## config.mk

```make
export PLATFORM = sky130hd
export DESIGN_NAME = dnfb_fifo
export DESIGN_NICKNAME = d
export VERILOG_FILES = /design/src/rtl/dnfb_pkg.sv /design/src/rtl/dnfb_fifo.sv
export VERILOG_INCLUDE_DIRS = /design/src /design/src/rtl
export SDC_FILE = /design/constraint.sdc
export NUM_CORES = 1
export LEC_CHECK = 0
export BUFFER_PORTS_ARGS = -buffer_cell sky130_fd_sc_hd__buf_2
export CAP_MARGIN = 20
export CORE_AREA = 4 4 84 86
export DETAILED_ROUTE_END_ITERATION = 8
export DIE_AREA = 0 0 88 90
export GPL_TIMING_DRIVEN = 1
export PLACE_DENSITY = 0.86
export SYNTH_ARGS = -nofsm -noshare
export SYNTH_HDL_FRONTEND = slang
export SYNTH_SLANG_ARGS = --single-unit
```

## constraint.sdc

```tcl
create_clock -name clk_i -period 3.1 [get_ports clk_i]
set_clock_uncertainty 0.05 [all_clocks]
set_input_delay 0.31 -clock clk_i [delete_from_list [all_inputs] [get_ports clk_i]]
set_output_delay 0.31 -clock clk_i [all_outputs]
set_load 0.01 [all_outputs]
```

## src/rtl/assert_macros.svh

```systemverilog
// Assertion helpers shared by the RTL files.
`ifndef ASSERT_MACROS_SVH
`define ASSERT_MACROS_SVH
`ifndef SYNTHESIS
`define DNFB_ASSERT(lbl, clk, rst_n, prop, msg) \
  lbl: assert property (@(posedge clk) disable iff (!rst_n) prop) else $error(msg);
`define DNFB_NEVER(lbl, clk, rst_n, cond, msg) \
  lbl: assert property (@(posedge clk) disable iff (!rst_n) !(cond)) else $error(msg);
`else
`define DNFB_ASSERT(lbl, clk, rst_n, prop, msg)
`define DNFB_NEVER(lbl, clk, rst_n, cond, msg)
`endif
`endif

```

## src/rtl/dnfb_pkg.sv

```systemverilog
`timescale 1ns / 1ps
// ----------------------------------------------------------------------------
// dnfb_pkg
// Types and constants for the normal-map byte decoder.
// ----------------------------------------------------------------------------
package dnfb_pkg;
  localparam int OUT_BITS_DEF = 16;
  localparam int ABS_W        = 9;    // |4*b - 510| <= 510
  localparam int LEN2_W       = 20;   // 2*510^2 + 255^2 < 2^20
  localparam int FIFO_DEPTH   = 2;
  localparam logic [ABS_W-1:0]  Z_ABS   = ABS_W'(255);
  localparam logic [LEN2_W-1:0] Z_TERM  = LEN2_W'(65025);
  localparam logic [ABS_W-1:0]  OFFSET  = ABS_W'(510);

  typedef struct packed {
    logic              neg_x;
    logic              neg_y;
    logic [ABS_W-1:0]  abs_x;
    logic [ABS_W-1:0]  abs_y;
    logic [LEN2_W-1:0] len2;
  } item_t;
endpackage

```

## src/rtl/dnfb_fifo.sv

```systemverilog
`timescale 1ns / 1ps
// ----------------------------------------------------------------------------
// dnfb_fifo
// Short queue between the front and the divide pipeline.
// ----------------------------------------------------------------------------
`include "assert_macros.svh"
module dnfb_fifo (
  input  logic            clk_i,
  input  logic            rst_ni,
  input  logic            push_i,
  output logic            push_ready_o,
  input  dnfb_pkg::item_t item_i,
  output logic            pop_valid_o,
  input  logic            pop_ready_i,
  output dnfb_pkg::item_t item_o
);
  localparam int PW = $clog2(dnfb_pkg::FIFO_DEPTH);
  localparam int CW = $clog2(dnfb_pkg::FIFO_DEPTH + 1);

  dnfb_pkg::item_t mem_q [dnfb_pkg::FIFO_DEPTH];
  logic [PW-1:0] wr_q, wr_d, rd_q, rd_d;
  logic [CW-1:0] cnt_q, cnt_d;
  logic push, pop;

  assign pop_valid_o  = cnt_q != CW'(0);
  assign pop          = pop_valid_o && pop_ready_i;
  assign push_ready_o = (cnt_q != CW'(dnfb_pkg::FIFO_DEPTH)) || pop;
  assign push         = push_i && push_ready_o;
  assign item_o       = mem_q[rd_q];

  always_comb begin
    wr_d  = push ? ((wr_q == PW'(dnfb_pkg::FIFO_DEPTH - 1)) ? PW'(0) : wr_q + PW'(1)) : wr_q;
    rd_d  = pop ? ((rd_q == PW'(dnfb_pkg::FIFO_DEPTH - 1)) ? PW'(0) : rd_q + PW'(1)) : rd_q;
    cnt_d = cnt_q + CW'(push) - CW'(pop);
  end

  always_ff @(posedge clk_i or negedge rst_ni) begin
    if (!rst_ni) begin
      wr_q  <= '0;
      rd_q  <= '0;
      cnt_q <= '0;
    end else begin
      wr_q  <= wr_d;
      rd_q  <= rd_d;
      cnt_q <= cnt_d;
    end
  end

  always_ff @(posedge clk_i) begin
    if (push) begin
      mem_q[wr_q] <= item_i;
    end
  end

  `DNFB_ASSERT(a_cnt_bound, clk_i, rst_ni, cnt_q <= CW'(dnfb_pkg::FIFO_DEPTH), "fifo overfilled")
  `DNFB_ASSERT(a_cnt_up, clk_i, rst_ni, (push && !pop) |=> (cnt_q == $past(cnt_q) + CW'(1)), "fifo count lost a push")
  `DNFB_NEVER(a_drop, clk_i, rst_ni, push_i && !push_ready_o && pop, "fifo refused push while popping")
endmodule

```

=== Yosys cells after proc, flatten, opt, wreduce, memory -nomap -nowiden ===
Memories as Yosys holds them, arrays and structs flattened.
Cells that the tools add are included.

* Register bits after elaboration: 4
* Bits in writable memories: 80
* Logic and storage cells: 17
* Memories kept: 1

* Add/subtract/negate cells: 4
* Eq/ne operators: 1
* Mux-type cells: 4
* Reductions and logical operators: 4

{| class="wikitable"
|+ Memory list
! memory !! depth !! bits a word !! read ports !! clocked after memory_dff !! wr ports !! line !! text
|-
| mem_q || 2 || 40 || 1 || 0 || 1 || dnfb_fifo.sv:20 || <nowiki>dnfb_pkg::item_t mem_q [dnfb_pkg::FIFO_DEPTH];</nowiki>
|}

{| class="wikitable"
|+ Operators by type and width
! operator !! number
|-
| 1-bit two-way mux || 4
|-
| 1-bit adder, second input constant || 2
|-
| 2-bit by 1-bit adder with 2-bit output || 1
|-
| 1-bit logical AND || 2
|-
| 2-bit != test, second input constant || 1
|-
| 2-bit nonzero test || 1
|-
| 2-bit by 1-bit subtractor with 2-bit output || 1
|-
| 1-bit logical OR || 1
|}

=== Longest topological paths before layout ===
Gate-level depths: netlist of run 1.

* Depth in word-level cells: 6
* Gate-level depth with buffers: 5
* Gate-level depth less buffers: 5

=== Worst setup path before layout of run 1 ===
No wires, ideal clock.

* Path type: reg2reg
* Start: reg cnt_q[1]
* End: mem mem_q[0][0] in the netlist's numbering (enable)
* Setup time: 0.438 ns
* Arrival time: 2.416 ns
* Slack: 0.196 ns
* Stages on the path, launching flop included: 4
* Path through: dfrtp_1 > or3b_4 > nand2_2 > nor2_1

* Cells in the longest elaborated chain, start to end: 6
* Elaborated cells between the ends (all ways): 7
* Classes of those cells: eq/ne (1); mux (2); reduce/logical (4)

{| class="wikitable"
|+ Ends and longest elaborated chain
! element !! line !! text
|-
| start, declared || dnfb_fifo.sv:22 || <nowiki>logic [CW-1:0] cnt_q, cnt_d;</nowiki>
|-
| start signal, assigned || dnfb_fifo.sv:45 || <nowiki>cnt_q <= cnt_d;</nowiki>
|-
| 2-bit nonzero test || dnfb_fifo.sv:25 || <nowiki>assign pop_valid_o = cnt_q != CW'(0);</nowiki>
|-
| 1-bit logical AND || dnfb_fifo.sv:26 || <nowiki>assign pop = pop_valid_o && pop_ready_i;</nowiki>
|-
| 1-bit logical OR * || dnfb_fifo.sv:27 || <nowiki>assign push_ready_o = (cnt_q != CW'(dnfb_pkg::FIFO_DEPTH)) || pop;</nowiki>
|-
| named net push_ready_o || dnfb_fifo.sv:11 || <nowiki>output logic push_ready_o,</nowiki>
|-
| 1-bit logical AND * || dnfb_fifo.sv:28 || <nowiki>assign push = push_i && push_ready_o;</nowiki>
|-
| 1-bit two-way mux * || dnfb_fifo.sv:50 || <nowiki>if (push) begin</nowiki>
|-
| 1-bit two-way mux (implied by the code) * || dnfb_fifo.sv:51 || <nowiki>mem_q[wr_q] <= item_i;</nowiki>
|-
| end, declared || dnfb_fifo.sv:20 ||
|}

Mark *: on every way through the listed nets, which the timed path passes. The rest lies on a longest branch.

==> impl_metrics.yaml, run 1 <==
final_layout:
  fin_nets: 285
  layout-area-overhead-vs-synth_pct: 23.48
  post_route_cells_drive_above_1_share: 0.4367
  final_cell_mix: "buf_2, edfxtp_1, mux2_1"
  leading_cell_type_in_the_layout_fill_and_taps_excluded: "buf_2"
  n_antenna_cell: 0
routing:
  drt-total-wl_mm: 5.357
  detailroute.via_count: 1598
  via_to_cell_ratio: 4.963
  initialDrtViolationCount: 91
  drc_errors: 0
  route.antenna.remaining_nets: 0
  detail_route.wl_per_cell_um: 16.64
  first_pass_iteration_count_of_the_detailed_router: 4
clock_network:
  postCtsHoldBufs: 1
  cts.root.buffer_cell: "clkbuf_8"
  max-clock-path-buffers: 2
  cts_made_buffers: 9
  cts_tree: "done"
  cts_resized: 0
  tritoncts_num_sinks: 84
  clk_pin_slew_worst_paths_ns: 0.09
  cts-htree-levels: 3
  postCtsSetupRepairBufs: 0
  worst_skew_pair_latency_ns: 0.34
pwr:
  power.density_cell_area_nw_per_um2: 883.6
  power_mw: 3.395
  vdd_drop_max_mv: 0.5110
  total_leakage_power_nw: 1.465
synth:
  synth.avg_cell_area_um2: 21.17
  post_synth_xor_area_fraction: 0.01126
  gate_count_after_technology_mapping: 147
  fraction_of_the_mapped_netlist_area_in_compound_gates: 0.003217
  muxShareOfSynthArea: 0.1448
  number_of_warnings_printed_during_yosys_synthesis: 0
  yosys.area_share.adder: 0.004021
  async_set_reset_flop_share_out_of_synthesis: 0.04762
  ys_ff_latch: 84
  synth.yosys.seq_area_share: 0.8042
  post_synth_num_cell_types: 18
  dominantRegCellSynth: "edfxtp_1"
  synth_fp_nets: 192
  number_of_synthesized_flops_with_an_enable_pin: 80
  syn-cell-area_um2: 3112
  synth-simple-area-share: 0.02171
  dominant_combinational_cell_family_by_area_after_synthesis: "multiplexers"
sta:
  maxSlewViolCount: 0
  setup_repair_after_global_routing_missed_its_margin: "no"
  hold_violations: 0
  finalSetupViolations: 0
  fin_tns_setup_ns: 0
  min_period_over_period: 0.7391
  period_needed_ns: 2.291
  achievable-frequency_mhz: 436.4
  worst-slew-pin-transition_ns: 0.9481
  slew-limit-headroom: 0.3679
  hold_ws_ns: 0.1058
worst_setup_path:
  setup_crit_start_kind: "register"
  required_ns: 2.74
  critPathCaptureType: "primary output"
  worstRegToRegCells: 2
  worstPathArrival_ns: 1.93
  critPathKind: "reg2out"
  path_max_fanout: 41
job:
  drv.max_cap_violation_count: 0
placement:
  place_congestion: 0.7244
  hpwlAfterDp_mm: 3.465
  placement.io_buffers: 85
floorplanning:
  initial_core_utilization: 0.4957
  dieArea_um2: 7920
  placement_rows: 29
  die_width_um: 88
  core_area_um2: 6277
  die_y_um: 90
  io-pin-count: 86
grt:
  via_count_of_the_first_global_routing_pass: 1603
  initial_antenna_violation_count: 0
  grt_start_max_net_pins: 42
  grt_pass1_wl_mm: 8.155
  global_route.overflow_total: 0
  track_usage: 0.1375
min_path:
  min_path_cells: 1
  min-delay-path-class: "in2reg"
status:
  status: "complete, no violations"
[cells by family after synthesis]
kind of cell	after synthesis
flops	84
simple gates	11
buf+inv	5
xor+xnor	4
mux	40
fa+ha+maj	1
compound gates	2
[area by class of cell]
type                            count  area, um^2
Fill cell                         482        2435
Timing Repair Buffer               87       442.9
Clock inverter                      6       87.58
Tap cell                           77       96.34
Sequential cell                    84        2504
Multi-Input combinational cell     58       584.3
Clock buffer                       10       127.6
[through the flow]
step                      cells  setup WS [ns]  utilization  area, um^2
after floorplan             147         0.1959            -        3112
after global placement      305          1.161       0.5762        3617
after detailed placement    305          1.136       0.5762        3617
after CTS                   322         0.7804       0.6121        3842
after global routing        322         0.7021       0.6121        3842
final                       322         0.8088       0.6121        3842
[metal layers]
layer	routed length [um]	track usage	vias to the layer above
met5	0	0	-
met4	82	0.06905	0
met3	431	0.03382	5
met2	2629	0.2085	63
met1	2213	0.1831	769
li1	-	-	761
[cell usage after synthesis (2+ instances only)]
library cell   n  area share
edfxtp_1      80        0.77
mux2_1        39        0.14
buf_4          4      0.0097
dfrtp_1        4       0.032
nand2_1        3      0.0036
xnor2_1        3      0.0084
a21oi_1        2      0.0032
nor2_1         2      0.0024
[path summary, 6_finish.rpt]
kind                             from           end  slack (ns)
min in group asynchronous      rst_ni      cnt_q[0]        0.25
max in group asynchronous      rst_ni          rd_q        2.61
hold / removal             item_i[24]  mem_q[0][24]        0.11
setup reg to reg             cnt_q[1]  mem_q[1][36]        1.15
hold reg to reg                  wr_q          wr_q        0.51
setup / recovery                 rd_q     item_o[8]        0.81
[power by group]
group	leakage, nW	internal (mW)	switching [mW]	total [mW]
logic	0.560	0.405	0.449	0.854
registers	0.794	1.53	0.174	1.71
clock network	0.111	0.456	0.377	0.833
total	1.46	2.40	1.00	3.40
[sequential cells by signal, summed over array words and instances, names as in the netlist]
| name | cells |
|---|---|
| wr_q | 1 |
| mem_q | 80 |
| cnt_q | 2 |
| rd_q | 1 |
[worst max-delay path, cell delays in order, from the launching register on]
cell and delay, ns:
dfrtp_2 1.00, mux2_1 0.42, buf_2 0.15
Power figures use the tool's default switching activity.
==> run 2: changes to the inputs <==
Settings changed: ABC_AREA from default to 1, CORE_AREA 4 4 84 86 to 4 4 86 88, DIE_AREA 0 0 88 90 to 0 0 90 92, PLACE_DENSITY 0.86 to 0.84.
Clock period 3.1 ns to 2.4 ns, I/O delays scaled along.
==> run 2 against run 1 <==
Compared with the run above:
- flip-flop and latch count unchanged
- global-route usage is 0.92 points higher
- sequential share of layout area fell by 1.7 points
- hold slack worse by 0.067 ns
- highest routed layer unchanged
- largest power group unchanged
- synthesized cell count is 67% higher
- combinational power increased by 69%
- largest cell class unchanged
- sequential power grew 25%
- cell area increased by 2.7%
- setup slack worse by 0.35 ns
==> impl_metrics.yaml, run 2 <==
final_layout:
  reg_top3: "mem_q: 80 flops, cnt_q: 2 flops"
  area_of_the_multi_input_gates_um2: 591.8
  reg_with_most_ffs: "mem_q"
  seq_area_um2: 2504
  post_route_cells_drive_above_1_share: 0.3480
  layout-area-overhead-vs-synth_pct: 22.59
  largest_reg_flops: 80
  leading_cell_type_in_the_layout_fill_and_taps_excluded: "nand2_1"
  n_antenna_cell: 0
  final.fill_count: 540
  final_cell_mix: "nand2_1, buf_2, edfxtp_1"
  fin_nets: 382
clock_network:
  cts-htree-levels: 3
  tritoncts_num_sinks: 84
  worst_skew_pair_latency_ns: 0.33
  clk_pin_slew_worst_paths_ns: 0.08
  cts_made_buffers: 9
  max-clock-path-buffers: 2
  cts_tree: "done"
  cts.root.buffer_cell: "clkbuf_8"
  cts_resized: 0
routing:
  via_to_cell_ratio: 4.730
  first_pass_iteration_count_of_the_detailed_router: 4
  drc_errors: 0
  route.antenna.remaining_nets: 0
  detail_route.wl_per_cell_um: 13.58
  drt-total-wl_mm: 5.730
  initialDrtViolationCount: 94
  detailroute.via_count: 1996
synth:
  async_set_reset_flop_share_out_of_synthesis: 0.04762
  synth_fp_nets: 290
  synth.avg_cell_area_um2: 13.14
  synth_largest_type_area_fraction: 0.7465
  syn-cell-area_um2: 3218
  dominant_combinational_cell_family_by_area_after_synthesis: "simple AND/OR/NAND/NOR gates"
  number_of_warnings_printed_during_yosys_synthesis: 0
  muxShareOfSynthArea: 0
  dominantRegCellSynth: "edfxtp_1"
  netlist_top_cells_area: "edfxtp_1, nand2_1, dfrtp_1, nand2_2, buf_6"
  yosysMostFrequentCell: "nand2_1"
  gate_count_after_technology_mapping: 245
  synthTopCellsByCount: "nand2_1, edfxtp_1, nand2_2, inv_1"
  synth.yosys.seq_area_share: 0.7776
  synth-simple-area-share: 0.1777
  yosys.area_share.adder: 0.003888
  post_synth_xor_area_fraction: 0
  number_of_synthesized_flops_with_an_enable_pin: 80
  netlist.top_cell.by_area: "edfxtp_1"
  fraction_of_the_mapped_netlist_area_in_compound_gates: 0
  post_synth_num_cell_types: 14
  ys_ff_latch: 84
placement:
  placement.io_buffers: 85
  hpwlAfterDp_mm: 3.854
  place_congestion: 0.7616
min_path:
  min-delay-path-class: "in2reg"
pwr:
  vdd_drop_max_mv: 0.7231
  power.density_cell_area_nw_per_um2: 1193
  total_leakage_power_nw: 1.744
worst_setup_path:
  setup_crit_start_kind: "register"
  worstPathArrival_ns: 1.65
  path_common_cell: "nand2_1"
  path_max_fanout: 26
  required_ns: 2.11
  critPathKind: "reg2out"
  timing.critical_path.slowest_stage_cell: "dfrtp_2"
  critical_path.max_stage_delay_ns: 0.70
  critPathCaptureType: "primary output"
  worstPathCellList: "buf_4, nand2_1, nand2_1, buf_2"
floorplanning:
  placement_rows: 30
  dieArea_um2: 8280
  die_y_um: 92
  core_area_um2: 6644
  initial_core_utilization: 0.4844
  die_width_um: 90
  io-pin-count: 86
status:
  status: "complete, no violations"
grt:
  track_usage: 0.1467
  initial_antenna_violation_count: 0
  grt_start_max_net_pins: 42
  global_route.overflow_total: 0
  via_count_of_the_first_global_routing_pass: 2112
  grt_pass1_wl_mm: 9.439
sta:
  hold_violations: 0
  setup_repair_after_global_routing_missed_its_margin: "no"
  slew-limit-headroom: 0.6570
  achievable-frequency_mhz: 515.6
  finalSetupViolations: 0
  period_needed_ns: 1.939
  maxSlewViolCount: 0
  fin_tns_setup_ns: 0
  hold_ws_ns: 0.03846
  min_period_over_period: 0.8081
  worst-slew-pin-transition_ns: 0.5145
job:
  drv.max_cap_violation_count: 0
-- run 2: cells by family after synthesis --
logic type               Yosys count
AND/OR/NAND/NOR                  142
flip-flops                        84
buffers and inverters             18
adder cells (fa/ha/maj)            1
-- run 2: what timing repair did --
item / in CTS / in global routing
buffers inserted: 0 / 0
hold endpoints to repair: 4 / 0
hold buffers: 1 / 0
-- run 2: final timing paths --
check	start	endpoint	slack, ns	cells past startpoint
max	rd_q	item_o[15]	0.46	4
min	item_i[30]	mem_q[1][30]	0.04	1
max reg2reg	cnt_q[0]	mem_q[0][26]	0.79	5
min reg2reg	wr_q	wr_q	0.43	2
max in group asynchronous	rst_ni	rd_q	1.93	2
min in group asynchronous	rst_ni	cnt_q[0]	0.23	2
-- run 2: metal layers --
layer,global-route usage,up-vias,share of wire
met5,0,-,0
met4,0.08036,0,0.025
met3,0.05086,13,0.063
met2,0.2601,60,0.52
met1,0.1521,924,0.39
li1,-,999,-
-- run 2: worst max-delay path: cells and delay by family (launching register included) --
family | cells | cell delay [ns]
and+or+nand+nor | 2 | 0.16
buffers and inverters | 2 | 0.45
DFF | 1 | 0.70
-- run 2: stage by stage --
stage / instance area [um^2] / worst slack [ns] / instances / utilization / power (mW)
2_1_floorplan: 3221 / 0.2772 / 245 / - / 3.130
3_3_place_gp: 3705 / 0.7782 / 405 / 0.5576 / 3.592
3_5_place_dp: 3705 / 0.7662 / 405 / 0.5576 / 3.646
4_1_cts: 3945 / 0.3986 / 422 / 0.5938 / 4.783
5_1_grt: 3945 / 0.3314 / 422 / 0.5938 / 5.017
6_report: 3945 / 0.4605 / 422 / 0.5938 / 4.707
-- run 2: layout make-up --
type / instances / share of cell area
Clock buffer: 10 / 0.03235
Clock inverter: 6 / 0.02601
Inverter: 9 / 0.01047
Multi-Input combinational cell: 143 / 0.1500
Sequential cell: 84 / 0.6346
Tap cell: 80 / 0.02537
Timing Repair Buffer: 90 / 0.1212
-- run 2: power breakdown --
part           internal (mW)  switching, mW
Combinational          0.509          0.927
Sequential              1.98          0.158
Clock                  0.683          0.454
==> run 3: changes to the inputs <==
Settings changed: CORE_AREA 4 4 86 88 to 4 4 88 90, DIE_AREA 0 0 90 92 to 0 0 92 94.
Clock period 2.4 ns to 1.7 ns, I/O delays scaled along.
==> run 3 against run 2 <==
Compared with the run above:
- via count rose by 5.8%
- core utilization rose by 2.9 points
- cell area rose by 11%
- first-iteration DRC count rose by 51%
- hold slack improved by 0.075 ns
- register-to-register slack got worse by 0.57 ns
- clock power rose by 17%
- non-clock buffer count rose by 42
- global-route usage rose by 0.78 points
- sequential share of layout area fell by 6.5 points
- die area rose by 4.4%
- highest routed layer unchanged
==> impl_metrics.yaml, run 3 (same netlist as run 2, synthesis figures left out) <==
status:
  status: "complete, no violations"
floorplanning:
  dieArea_um2: 8648
  die_y_um: 94
  die_width_um: 92
  initial_core_utilization: 0.4559
  core_area_um2: 7059
  io-pin-count: 86
  placement_rows: 31
worst_setup_path:
  path_max_fanout: 9
  critPathCaptureType: "primary output"
  setup_crit_start_kind: "register"
  required_ns: 1.48
  setup.reg_to_reg.worst_slack_ns: 0.22
  worstPathArrival_ns: 1.37
  critPathKind: "reg2out"
final_layout:
  post_route_cells_drive_above_1_share: 0.3255
  largest_reg_flops: 80
  layout.core_utilization: 0.6228
  area_of_the_multi_input_gates_um2: 596.8
  reg_with_most_ffs: "mem_q"
  final_cell_mix: "nand2_1, buf_2, edfxtp_1"
  layout-area-overhead-vs-synth_pct: 36.63
  n_antenna_cell: 0
  leading_cell_type_in_the_layout_fill_and_taps_excluded: "nand2_1"
  final.fill_count: 567
  seq_area_um2: 2504
  reg_top3: "mem_q: 80 flops, cnt_q: 2 flops"
  layout.cell_area.non_filler_um2: 4397
  fin_nets: 424
  final_cell_count_no_fill: 483
routing:
  route.antenna.remaining_nets: 0
  drc_errors: 0
  detailroute.via_count: 2111
  initialDrtViolationCount: 142
  drt-total-wl_mm: 6.252
  first_pass_iteration_count_of_the_detailed_router: 4
  via_to_cell_ratio: 4.371
  detail_route.wl_per_cell_um: 12.94
sta:
  min_period_over_period: 0.9347
  period_needed_ns: 1.589
  setup_repair_after_global_routing_missed_its_margin: "no"
  worst-slew-pin-transition_ns: 0.2312
  timing.final.ws_setup_ns: 0.1111
  finalSetupViolations: 0
  maxSlewViolCount: 0
  achievable-frequency_mhz: 629.4
  hold_ws_ns: 0.1138
  slew-limit-headroom: 0.8458
  hold_violations: 0
  fin_tns_setup_ns: 0
pwr:
  vdd_drop_max_mv: 0.8323
  switching_share: 0.3410
  power.sequential.fraction: 0.447
  internal_power_mw: 4.353
  power.density_cell_area_nw_per_um2: 1502
  total_leakage_power_nw: 1.906
  switching_power_mw: 2.252
  power_frac_clock: 0.201
  power_mw: 6.605
  p_comb_frac: 0.351
placement:
  dpl.cell_count: 425
  placement.io_buffers: 85
  placement.cell_area_um2: 3770
  place_congestion: 0.7330
  preCtsSetupSlack_ns: 0.2396
  hpwlAfterDp_mm: 3.841
grt:
  grt_pass1_wl_mm: 10.07
  initial_antenna_violation_count: 0
  global_route.overflow_total: 0
  grt_start_max_net_pins: 42
  track_usage: 0.1545
  via_count_of_the_first_global_routing_pass: 2152
clock_network:
  clk_pin_slew_worst_paths_ns: 0.07
  cts_made_buffers: 9
  worst_skew_pair_latency_ns: 0.33
  cts_tree: "done"
  tritoncts_num_sinks: 84
  max-clock-path-buffers: 2
  cts-htree-levels: 3
  cts.root.buffer_cell: "clkbuf_8"
min_path:
  min-delay-path-class: "in2reg"
job:
  drv.max_cap_violation_count: 0
run 3: final timing paths:
kind | to | cells after the start | startpoint
worst max-delay path | item_o[27] | 5 | rd_q
worst min-delay path | rd_q | 4 | pop_ready_i
worst max register to register | cnt_q[1] | 12 | cnt_q[1]
worst min register to register | wr_q | 2 | wr_q
max in group asynchronous | rd_q | 2 | rst_ni
min in group asynchronous | cnt_q[0] | 2 | rst_ni
run 3: per-layer routing:
| layer | vias up | wire (um) | track usage |
|---|---|---|---|
| met3 | 6 | 317 | 0.04087 |
| met5 | - | 0 | 0 |
| met4 | 0 | 59 | 0.06683 |
| met2 | 64 | 3397 | 0.2841 |
| met1 | 961 | 2478 | 0.1674 |
| li1 | 1080 | - | - |
run 3: repair_timing:
| action | in CTS | in global routing |
|---|---|---|
| endpoints found under the hold margin | 84 | 0 |
| gates resized for setup | 0 | 1 |
| setup endpoints to repair | 0 | 19 |
| hold buffers | 41 | 0 |
| buffers inserted | 0 | 1 |
run 3: power groups by stage:
stage	Sequential (mW)	Combinational [mW]	Clock, mW
floorplan	2.94	1.49	0
global placement	2.99	2.14	0
detailed placement	3.01	2.21	0
CTS	2.97	2.29	1.37
global route	3.00	2.61	1.46
finish	2.96	2.32	1.33
run 3: layout make-up:
cell class | count | share of cell area
multi-input cells | 143 | 0.1357
clock inverters | 7 | 0.01537
well taps | 99 | 0.02817
repair buffers | 132 | 0.2117
flip-flops and latches | 84 | 0.5694
clock buffers | 9 | 0.02817
inverters | 9 | 0.01138
run 3: worst max-delay path, cell delays in order, from the launching register on:
cell and delay (ns):
dfrtp_2 0.49, buf_12 0.16, buf_4 0.15, nand2_1 0.06, nand2_1 0.04, buf_2 0.13
